File: config.mk
export PLATFORM = sky130hd
export DESIGN_NAME = uart_tx_with_fifo
export DESIGN_NICKNAME = d
export VERILOG_FILES = /design/src/design/utx_pkg.sv /design/src/design/uart_tx_with_fifo.sv /design/src/design/utx_front.sv /design/src/design/utx_back.sv
export SDC_FILE = /design/constraint.sdc
export NUM_CORES = 1
export LEC_CHECK = 0
export ABC_AREA = 1
export ABC_CLOCK_PERIOD_IN_PS = 3900
export BUFFER_PORTS_ARGS = -buffer_cell sky130_fd_sc_hd__buf_4
export CAP_MARGIN = 20
export CORE_ASPECT_RATIO = 1.2
export CORE_UTILIZATION = 35
export CTS_CLUSTER_DIAMETER = 60
export DETAILED_ROUTE_END_ITERATION = 8
export PLACE_DENSITY_LB_ADDON = 0.2
export SYNTH_ARGS = -nofsm -noshare
export SYNTH_HDL_FRONTEND = slang
export SYNTH_SLANG_ARGS = --single-unit
File: constraint.sdc
create_clock -name aclk -period 3.9 [get_ports aclk]
set_clock_uncertainty 0.2 [all_clocks]
set_input_delay 0.585 -clock aclk [delete_from_list [all_inputs] [get_ports aclk]]
set_output_delay 0.585 -clock aclk [all_outputs]
set_load 0.01 [all_outputs]
File: src/design/utx_pkg.sv
// Package for the UART transmitter with byte FIFO.
// Holds the shared constants, the action codes and the queue item type.
// No dependencies.
package utx_pkg;

    localparam int FIFO_DEPTH  = 16;
    localparam int PTR_W       = $clog2(FIFO_DEPTH);
    localparam int FRAME_BITS  = 10;
    localparam int BITS_W      = $clog2(FRAME_BITS + 1);
    localparam int DATA_W      = 8;
    localparam int QUEUE_DEPTH = 2;
    localparam int QPTR_W      = $clog2(QUEUE_DEPTH);
    localparam int QCNT_W      = $clog2(QUEUE_DEPTH + 1);

    localparam logic ACT_TICK = 1'b0;
    localparam logic ACT_PUSH = 1'b1;

    typedef struct packed {
        logic              action;
        logic [DATA_W-1:0] data_byte;
    } item_t;

endpackage

File: src/design/uart_tx_with_fifo.sv
// Channel   Handshake            Payload
// s_        s_valid / s_ready    s_action, s_data_byte
// m_        m_valid / m_ready    m_line_level, m_push_accepted, m_fifo_full
// cfg_      cfg_valid/cfg_ready  cfg_invert_line
//
// One beat per clock is sustained while m_ready stays high; a beat's result passes
// first through the front queue and then the back end's output register.
// The back end handles each tick or push combinationally against its FIFO state.
// Reset is synchronous and active low and leaves the line at mark with an empty FIFO.
// A stall on m_ready fills the two-entry front queue, after which s_ready drops.
// cfg_ready is always high; the invert setting reaches the line at the next tick.
//
// Top level of the UART transmitter; depends on utx_pkg, utx_front and utx_back.
module uart_tx_with_fifo (
    input  logic                       aclk,
    input  logic                       aresetn,
    input  logic                       s_valid,
    output logic                       s_ready,
    input  logic                       s_action,
    input  logic [utx_pkg::DATA_W-1:0] s_data_byte,
    output logic                       m_valid,
    input  logic                       m_ready,
    output logic                       m_line_level,
    output logic                       m_push_accepted,
    output logic                       m_fifo_full,
    input  logic                       cfg_valid,
    output logic                       cfg_ready,
    input  logic                       cfg_invert_line
);
    import utx_pkg::*;

    item_t q_item;
    logic  q_valid, q_ready;

    assign cfg_ready = 1'b1;

    utx_front u_front (
        .aclk        (aclk),
        .aresetn     (aresetn),
        .s_valid     (s_valid),
        .s_ready     (s_ready),
        .s_action    (s_action),
        .s_data_byte (s_data_byte),
        .q_valid     (q_valid),
        .q_ready     (q_ready),
        .q_item      (q_item)
    );

    utx_back u_back (
        .aclk            (aclk),
        .aresetn         (aresetn),
        .q_valid         (q_valid),
        .q_ready         (q_ready),
        .q_item          (q_item),
        .cfg_we          (cfg_valid && cfg_ready),
        .cfg_invert      (cfg_invert_line),
        .m_valid         (m_valid),
        .m_ready         (m_ready),
        .m_line_level    (m_line_level),
        .m_push_accepted (m_push_accepted),
        .m_fifo_full     (m_fifo_full)
    );

endmodule

File: src/design/utx_front.sv
// Front end of the UART transmitter: accepts input beats, tags them as
// tick or push and holds them in a short queue for the back end.
// Depends on utx_pkg.
module utx_front (
    input  logic                       aclk,
    input  logic                       aresetn,
    input  logic                       s_valid,
    output logic                       s_ready,
    input  logic                       s_action,
    input  logic [utx_pkg::DATA_W-1:0] s_data_byte,
    output logic                       q_valid,
    input  logic                       q_ready,
    output utx_pkg::item_t             q_item
);
    import utx_pkg::*;

    item_t             entry_reg [QUEUE_DEPTH];
    logic [QPTR_W-1:0] wr_ptr_reg, wr_ptr_next;
    logic [QPTR_W-1:0] rd_ptr_reg, rd_ptr_next;
    logic [QCNT_W-1:0] count_reg, count_next;
    logic              push, pop;
    item_t             in_item;

    function automatic logic [QPTR_W-1:0] qadv(input logic [QPTR_W-1:0] p);
        if (p == QPTR_W'(QUEUE_DEPTH - 1)) begin
            return '0;
        end
        return p + 1'b1;
    endfunction

    assign s_ready = (count_reg != QCNT_W'(QUEUE_DEPTH));
    assign q_valid = (count_reg != '0);
    assign q_item  = entry_reg[rd_ptr_reg];
    assign push    = s_valid && s_ready;
    assign pop     = q_valid && q_ready;

    always_comb begin
        in_item.action    = (s_action == ACT_PUSH) ? ACT_PUSH : ACT_TICK;
        in_item.data_byte = s_data_byte;
        wr_ptr_next = push ? qadv(wr_ptr_reg) : wr_ptr_reg;
        rd_ptr_next = pop ? qadv(rd_ptr_reg) : rd_ptr_reg;
        count_next  = count_reg;
        if (push && !pop) begin
            count_next = count_reg + 1'b1;
        end else if (pop && !push) begin
            count_next = count_reg - 1'b1;
        end
    end

    always_ff @(posedge aclk) begin
        if (!aresetn) begin
            wr_ptr_reg <= '0;
            rd_ptr_reg <= '0;
            count_reg  <= '0;
        end else begin
            wr_ptr_reg <= wr_ptr_next;
            rd_ptr_reg <= rd_ptr_next;
            count_reg  <= count_next;
        end
    end

    always_ff @(posedge aclk) begin
        if (push) begin
            entry_reg[wr_ptr_reg] <= in_item;
        end
    end

endmodule

File: src/design/utx_back.sv
// Back end of the UART transmitter: byte FIFO, frame shifter, line register
// and the registered result beat. Also holds the invert setting.
// Depends on utx_pkg.
module utx_back (
    input  logic           aclk,
    input  logic           aresetn,
    input  logic           q_valid,
    output logic           q_ready,
    input  utx_pkg::item_t q_item,
    input  logic           cfg_we,
    input  logic           cfg_invert,
    output logic           m_valid,
    input  logic           m_ready,
    output logic           m_line_level,
    output logic           m_push_accepted,
    output logic           m_fifo_full
);
    import utx_pkg::*;

    logic [DATA_W-1:0]     mem [FIFO_DEPTH];
    logic [PTR_W-1:0]      rp_reg, rp_next;
    logic [PTR_W-1:0]      wp_reg, wp_next;
    logic [FRAME_BITS-1:0] shift_reg, shift_next;
    logic [BITS_W-1:0]     bits_reg, bits_next;
    logic                  prep_reg, prep_next;
    logic                  line_reg, line_next;
    logic                  invert_reg;
    logic                  m_valid_reg, m_valid_next;
    logic                  level_reg, accepted_reg, full_reg;
    logic                  take, wr_en, accepted, full_now;

    function automatic logic [PTR_W-1:0] adv(input logic [PTR_W-1:0] p);
        if (p == PTR_W'(FIFO_DEPTH - 1)) begin
            return '0;
        end
        return p + 1'b1;
    endfunction

    assign q_ready  = !m_valid_reg || m_ready;
    assign take     = q_valid && q_ready;
    assign full_now = (adv(wp_reg) == rp_reg);

    always_comb begin
        rp_next    = rp_reg;
        wp_next    = wp_reg;
        shift_next = shift_reg;
        bits_next  = bits_reg;
        prep_next  = prep_reg;
        line_next  = line_reg;
        wr_en      = 1'b0;
        accepted   = 1'b0;
        if (take) begin
            case (q_item.action)
                ACT_PUSH: begin
                    if (!full_now) begin
                        wr_en    = 1'b1;
                        wp_next  = adv(wp_reg);
                        accepted = 1'b1;
                    end
                end
                ACT_TICK: begin
                    line_next = prep_reg ^ invert_reg;
                    if (bits_reg == '0) begin
                        if (rp_reg == wp_reg) begin
                            prep_next = 1'b1;
                        end else begin
                            // The start bit goes out as the prepared bit right away,
                            // so the stored word already holds stop bit and data.
                            prep_next  = 1'b0;
                            shift_next = {1'b0, 1'b1, mem[rp_reg]};
                            bits_next  = BITS_W'(FRAME_BITS - 1);
                            rp_next    = adv(rp_reg);
                        end
                    end else begin
                        prep_next  = shift_reg[0];
                        shift_next = {1'b0, shift_reg[FRAME_BITS-1:1]};
                        bits_next  = bits_reg - 1'b1;
                    end
                end
                default: begin
                end
            endcase
        end
        if (take) begin
            m_valid_next = 1'b1;
        end else if (m_ready) begin
            m_valid_next = 1'b0;
        end else begin
            m_valid_next = m_valid_reg;
        end
    end

    always_ff @(posedge aclk) begin
        if (!aresetn) begin
            rp_reg      <= '0;
            wp_reg      <= '0;
            shift_reg   <= '0;
            bits_reg    <= '0;
            prep_reg    <= 1'b1;
            line_reg    <= 1'b1;
            invert_reg  <= 1'b0;
            m_valid_reg <= 1'b0;
        end else begin
            rp_reg      <= rp_next;
            wp_reg      <= wp_next;
            shift_reg   <= shift_next;
            bits_reg    <= bits_next;
            prep_reg    <= prep_next;
            line_reg    <= line_next;
            m_valid_reg <= m_valid_next;
            if (cfg_we) begin
                invert_reg <= cfg_invert;
            end
        end
    end

    always_ff @(posedge aclk) begin
        if (take) begin
            level_reg    <= line_next;
            accepted_reg <= accepted;
            full_reg     <= (adv(wp_next) == rp_next);
        end
    end

    always_ff @(posedge aclk) begin
        if (wr_en) begin
            mem[wp_reg] <= q_item.data_byte;
        end
    end

    assign m_valid         = m_valid_reg;
    assign m_line_level    = level_reg;
    assign m_push_accepted = accepted_reg;
    assign m_fifo_full     = full_reg;

endmodule

==> key figures, run 1 <==
Logic synthesis
  – FFs w/ async S/R, synth: 0
  – Mapped Nets: 701
  – Library cells used by synthesis: 38
  – Cells after synthesis: 680
  – Synth area leaders: edfxtp_1, dfxtp_1, nor2_1, o21ai_0, nand2_1
  – Post-synth EDFFs: 149
  – Seq/Total Area, Yosys: 0.6700
  – Synth top area share: 0.5907
  – Yosys warns: 0
  – Synthesized area per cell: 11.14 sq um
  – #FFs+latches synth: 179
  – Mapped cell area: 7575 sq um
  – Area leader, netlist: edfxtp_1
  – Top_reg_cell synth: edfxtp_1

STA
  – Minimum clock period after layout: 3028 ps
  – Final Hold Fails: 0
  – Worst Tran Pin Value: 823.7 ps
  – Worst slew margin: 0.4488
  – RSZ-0062 raised after global routing: no
  – Achievable Freq: 0.3303 GHz
  – Setup TNS: 0 ps
  – Max-slew violations: 0
  – Setup Viol. Count Final: 0
  – Final setup margin: 872.3 ps
  – Share of the clock period used by the worst path: 0.7763

Setup path
  – CP required: 3760 ps
  – Critical setup path kind: reg2reg
  – CP Capture Type: flop
  – Worst path cell trace: buf_4 -> inv_1 -> nand3_1 -> nand3_2 -> nor2_4 -> nand2_4 -> nand3_4 -> inv_2 -> nand2_1 -> nor2_1
  – R2r setup slk: 870 ps
  – Element type at the critical path start: flop
  – Worst-path maximum fanout: 22
  – Crit-path leading delay family: simple AND/OR/NAND/NOR gates
  – Slowest Stage Delay on Critical Path: 580 ps
  – CP Buf/Inv Count: 3
  – Critical Path Slowest Stage Cell: nor2_1
  – Arr. time, crit path: 2890 ps

Clocking
  – Root Buffer: clkbuf_16
  – CTS tree: built
  – Clk buf depth: 2
  – CTS clk-pin slew, worst paths: 60 ps
  – PostCTS Resize Cnt: 0
  – Total CTS buffers: 17
  – Clock Sinks: 179
  – Skew-Pair Late Insertion Delay: 430 ps
  – H-tree levels: 4
  – Hold buffer count at CTS: 0
  – Post-CTS Setup Repair Bufs: 0

Final layout
  – Syn-to-layout area delta: 12.07%
  – Final Cell Area: 8489 sq um
  – Nets: 707
  – Most frequent cells in the layout: edfxtp_1, nor2_1, nand2_1, o21ai_0, o22ai_1
  – Share of post-route cells with drive strength above 1: 0.1234
  – # diodes: 0
  – Max FFs per register: 128
  – Final Util: 0.4020
  – Fillers: 1,984
  – Commonest non-fill, non-tap cell in the layout: edfxtp_1

Power and ir drop
  – Final Total Pwr: 6535 uW
  – VDD IR max: 0.3483 mV
  – Pwr/cell area: 769.8 nW/um^2
  – Pleak: 0.003012 uW

GRT
  – Global-route wire length before repair: 27,930 um
  – Pin count of the biggest net entering global routing: 70
  – Overflow after GRT: 0
  – Initial antenna violation count: 0
  – Number of global-route vias before repair: 4,968
  – Global Route Usage Sum: 0.1725

Route
  – Vias per cell: 5.220
  – DR vias: 5,048
  – Post-DR wirelength/cell: 18.53 um
  – # DRC: 0
  – Final WL: 17,920 um
  – Antenna viol nets, final: 0
  – Drt first pass iters: 5
  – Drt first-iter violations: 462

Placement
  – Worst slack at placement: 934.2 ps
  – Placer congestion estimate: 0.8711
  – # port buffers: 19
  – Post-DP HPWL: 12,120 um
  – Cell Area, Placed: 7904 sq um

Floorplanning
  – Die height: 163.2 um
  – IO Pins: 21
  – Full die area: 22,240 sq um
  – Placeable core area: 21,120 sq um
  – FP Rows: 58
  – Initial Utilization: 0.3587
  – DIE WIDTH: 136.3 um

Flow run
  – Max Cap Violations: 0

Worst hold path
  – Hold Crit Class: in2reg

Run status
  – Outcome: completed
==> worst register-to-register path: cells and delay by family (launching register included) <==
kind / cells / cell delay (ps)
buffers and inverters: 3 / 800
DFF: 1 / 300
and+or+nand+nor: 7 / 1370
==> report_power, final <==
group,internal [uW],switching (uW)
clock network,1000,709
registers,2440,137
logic,652,1590
==> metrics by stage <==
stage | hold slack, ps | std cells
4_1_cts | 119.9 | 967
6_report | 131.4 | 967
5_1_grt | 117.2 | 967
2_1_floorplan | 224.3 | 680
3_5_place_dp | 242.4 | 937
3_3_place_gp | 234.4 | 937
==> layout make-up <==
type / instances / area, sq um / area share
well taps: 270 / 337.8 / 0.03979
flip-flops and latches: 179 / 5076 / 0.5979
repair buffers: 24 / 180.2 / 0.02122
inverters: 32 / 120.1 / 0.01415
multi-input cells: 432 / 2190 / 0.2579
clock inverters: 13 / 160.2 / 0.01887
clock buffers: 17 / 425.4 / 0.05011
==> synthesized netlist by cell type, types with 2 or more instances <==
library cell,number
nand4_1,6
nor3_1,2
mux2_2,8
dfxtp_1,30
o221ai_1,8
inv_2,7
a21oi_1,25
buf_4,2
nand3_4,2
nand2_1,90
edfxtp_1,149
buf_6,4
nand3_1,10
o211ai_1,3
o21ai_1,5
o22ai_1,31
inv_1,24
o21ai_0,84
ha_1,6
nor2_2,3
nor2_1,127
nor2_4,2
nand2_2,5
clkbuf_1,20
xor2_1,4
buf_2,11
==> layer usage <==
metal  global-route usage  share of wire  routed length [um]
met5                    0              0                   0
met4              0.08030          0.026                 465
met3              0.02886          0.044                 797
met2               0.2933           0.51                9065
met1               0.2121           0.42                7592
==> worst paths after layout <==
check	startpoint	end	cells after the start
hold reg to reg	u_back.line_reg$_SDFF_PN1_	u_back.line_reg$_SDFF_PN1_	2
setup reg to reg	u_back.rp_reg[2]$_SDFF_PN0_	u_back.mem[2][5]$_DFFE_PP_	10
hold / removal	s_data_byte[3]	u_front.entry_reg[0][3]$_DFFE_PP_	1
setup / recovery	u_back.rp_reg[2]$_SDFF_PN0_	u_back.mem[2][5]$_DFFE_PP_	10
==> kinds of logic after synthesis <==
logic type	synth area share
AO/OA/AOI/OAI	0.1184
XOR/XNOR	0.005781
adder cells (fa/ha/maj)	0.009911
buffers and inverters	0.04096
flip-flops	0.6700
multiplexers	0.01189
other	0.0004951
AND/OR/NAND/NOR	0.1426
No activity file was read; power rests on OpenSTA's default activity.
==> inputs of run 2 (changes only) <==
--- a/config.mk
+++ b/config.mk
@@ -6,7 +6,7 @@
 export NUM_CORES = 1
 export LEC_CHECK = 0
 export ABC_AREA = 1
-export ABC_CLOCK_PERIOD_IN_PS = 3900
+export ABC_CLOCK_PERIOD_IN_PS = 3000
 export BUFFER_PORTS_ARGS = -buffer_cell sky130_fd_sc_hd__buf_4
 export CAP_MARGIN = 20
 export CORE_ASPECT_RATIO = 1.2
==> constraint.sdc (replaced) <==
create_clock -name aclk -period 3 [get_ports aclk]
set_clock_uncertainty 0.2 [all_clocks]
set_input_delay 0.45 -clock aclk [delete_from_list [all_inputs] [get_ports aclk]]
set_output_delay 0.45 -clock aclk [all_outputs]
set_load 0.01 [all_outputs]
==> run 2 against run 1 <==
Hold slack worse by 69 ps. Largest cell class unchanged. Register-to-register slack worse by 490 ps. Global-route usage down 0.99 points. Critical endpoint is now u_back.m_fifo_full$_DFFE_PP_. Highest routed layer unchanged. Final cell count up 3.2%. Critical path depth up 4. Combinational power up 28%. Sequential cell count unchanged. Maximum frequency up 16%. First-iteration DRC count down 45%. Clock power up 20%. Count of clock-buffer cells in the layout up 1.
==> key figures, run 2 (synthesis gave the netlist of run 1 again) <==
Run status
  – Outcome: completed

Setup path
  – Arr. time, crit path: 2610 ps (-280 ps)
  – Critical Path Slowest Stage Cell: dfxtp_1
  – CP Capture Type: flop
  – Worst-path maximum fanout: 8 (-64%)
  – FF-to-FF path depth: 14 (+4)
  – RR Endpoint: u_back.m_fifo_full$_DFFE_PP_
  – Reg-to-Reg Start: u_back.wp_reg[0]$_SDFF_PN0_
  – Worst path cell trace: inv_2 -> ha_1 -> xnor2_1 -> nand3_2 -> nor2_4 -> nand2_4 -> nand3_4 -> nand2_1 -> nand2_1 -> nand2_1 -> nand2_2 -> nand3_1 -> nand2_1 -> nor2_2
  – Most frequent CP cell: nand2_1
  – CP Buf/Inv Count: 1 (-2)
  – Element type at the critical path start: flop
  – Slowest Stage Delay on Critical Path: 470 ps (-110 ps)
  – CP required: 2990 ps (-770 ps)
  – Critical setup path kind: reg2reg
  – Crit-path leading delay family: simple AND/OR/NAND/NOR gates
  – R2r setup slk: 380 ps (-490 ps)

Route
  – Vias per cell: 5.045 (-3.4%)
  – Final WL: 16,930 um (-5.5%)
  – DR vias: 5,035 (-0.26%)
  – # DRC: 0 (unchanged)
  – Drt first pass iters: 5 (unchanged)
  – Post-DR wirelength/cell: 16.96 um (-8.5%)
  – Drt first-iter violations: 253 (-45%)
  – Antenna viol nets, final: 0 (unchanged)

Worst hold path
  – Worst hold path depth: 3 (+2)
  – Hold wc startpoint: cfg_invert_line
  – Hold Crit Class: in2reg
  – Hold EP: u_back.invert_reg$_SDFFE_PN0P_

Floorplanning
  – Die height: 163.2 um (unchanged)
  – Placeable core area: 21,120 sq um (unchanged)
  – Initial Utilization: 0.3587 (unchanged)
  – IO Pins: 21 (unchanged)
  – DIE WIDTH: 136.3 um (unchanged)
  – FP Rows: 58 (unchanged)
  – Full die area: 22,240 sq um (unchanged)

Final layout
  – # diodes: 0 (unchanged)
  – Max FFs per register: 128 (unchanged)
  – Commonest non-fill, non-tap cell in the layout: edfxtp_1
  – Most frequent cells in the layout: edfxtp_1, nor2_1, nand2_1, o21ai_0, buf_4
  – Share of post-route cells with drive strength above 1: 0.1442 (+0.02084)
  – Nets: 737 (+4.2%)
  – Final Util: 0.4129 (+0.01090)
  – Syn-to-layout area delta: 15.11%
  – Final Cell Area: 8720 sq um (+2.7%)

GRT
  – Initial antenna violation count: 0 (unchanged)
  – Overflow after GRT: 0 (unchanged)
  – Global-route wire length before repair: 26,810 um (-4.0%)
  – Pin count of the biggest net entering global routing: 60 (-14%)
  – Number of global-route vias before repair: 5,034 (+1.3%)
  – Global Route Usage Sum: 0.1626 (-0.009884)

STA
  – Setup Viol. Count Final: 0 (unchanged)
  – Worst Tran Pin Value: 825.4 ps (+1.675 ps)
  – Minimum clock period after layout: 2618 ps (-409.3 ps)
  – RSZ-0062 raised after global routing: no
  – Max-slew violations: 0 (unchanged)
  – Setup TNS: 0 ps (unchanged)
  – Worst slew margin: 0.4477 (-0.001120)
  – Share of the clock period used by the worst path: 0.8728 (+0.09648)
  – Worst hold slack: 62.73 ps (-68.62 ps)
  – Achievable Freq: 0.3819 GHz (+16%)
  – Final Hold Fails: 0 (unchanged)

Flow run
  – Max Cap Violations: 0 (unchanged)

Clocking
  – Skew-Pair Late Insertion Delay: 430 ps (about the same)
  – H-tree levels: 4 (unchanged)
  – Clock Sinks: 179 (unchanged)
  – CTS clk-pin slew, worst paths: 60 ps (about the same)
  – Total CTS buffers: 17 (unchanged)
  – PostCTS Resize Cnt: 0 (unchanged)
  – CTS tree: built
  – Root Buffer: clkbuf_16
  – Clk buf depth: 2 (unchanged)
  – Post-CTS Setup Repair Bufs: 0 (unchanged)

Power and ir drop
  – Pleak: 0.003146 uW (+4.4%)
  – Final Total Pwr: 8265 uW (+26%)
  – VDD IR max: 0.4613 mV (+32%)
  – Pwr/cell area: 947.9 nW/um^2 (+23%)

Placement
  – Cell Area, Placed: 8079 sq um (+2.2%)
  – Placer congestion estimate: 0.8793 (+0.94%)
  – # port buffers: 19 (unchanged)
  – Post-DP HPWL: 11,010 um (-9.1%)
## run 2: cell count changes in the layout (fill, tap and decap cells not counted)
cell,delta
clkbuf_1,+1
dlygate4sd3_1,+10
clkinvlp_2,-1
buf_4,+18
clkinvlp_4,+1
bufinv_16,-2
clkinv_4,+1
clkinv_2,+1
clkinv_1,+1
buf_12,+2
inv_6,-1
## run 2: layer usage
metal	global-route usage	wire length (um)	up-vias
li1	-	-	2466
met3	0.02793	498	22
met4	0.06313	222	0
met1	0.1977	7507	2454
met5	0	0	-
met2	0.2843	8700	93
## run 2: worst register-to-register path, cell delays in order, from the launching register on
cell and delay [ps]:
dfxtp_1 470, inv_2 110, ha_1 360, xnor2_1 220, nand3_2 120, nor2_4 110, nand2_4 100, nand3_4 110
nand2_1 80, nand2_1 110, nand2_1 110, nand2_2 100, nand3_1 70, nand2_1 90, nor2_2 40
## run 2: timing repair
action,CTS,global route
setup endpoints to repair,0,0
hold buffers,10,0
endpoints found under the hold margin,19,0
## run 2: report_power, final
| group | internal (uW) | leakage (uW) | total, uW | switching (uW) |
|---|---|---|---|---|
| combinational | 911 | 0.00129 | 2870 | 1960 |
| clock | 1130 | 0.000263 | 2050 | 918 |
| sequential | 3170 | 0.00159 | 3340 | 171 |
| total | 5220 | 0.00315 | 8260 | 3050 |
## run 2: final cells by class
cell class	instances	area (sq um)
fill	1997	12400
sequential	179	5076
multi-input combinational	432	2190
timing repair buffer	54	455.4
clock buffer	18	429.2
tap	270	337.8
inverter	32	120.1
clock inverter	13	111.4
## run 2: how the worst max path moves through the flow
stage	from	end	slack, ps	cells past startpoint
after floorplan	u_back.wp_reg[0]$_SDFF_PN0_	u_back.mem[13][0]$_DFFE_PP_	590	10
after global placement	u_back.wp_reg[0]$_SDFF_PN0_	u_back.m_fifo_full$_DFFE_PP_	540	16
after detailed placement	u_back.wp_reg[0]$_SDFF_PN0_	u_back.m_fifo_full$_DFFE_PP_	390	14
after CTS	u_back.wp_reg[0]$_SDFF_PN0_	u_back.m_fifo_full$_DFFE_PP_	390	14
after global routing	u_back.wp_reg[0]$_SDFF_PN0_	u_back.m_fifo_full$_DFFE_PP_	170	16
final	u_back.wp_reg[0]$_SDFF_PN0_	u_back.m_fifo_full$_DFFE_PP_	380	14
## run 2: through the flow
stage,worst slack (ps),cells
2_1_floorplan,588.2,680
5_1_grt,167.8,998
4_1_cts,387.1,998
6_report,381.6,998
3_3_place_gp,538.3,957
3_5_place_dp,392.8,957
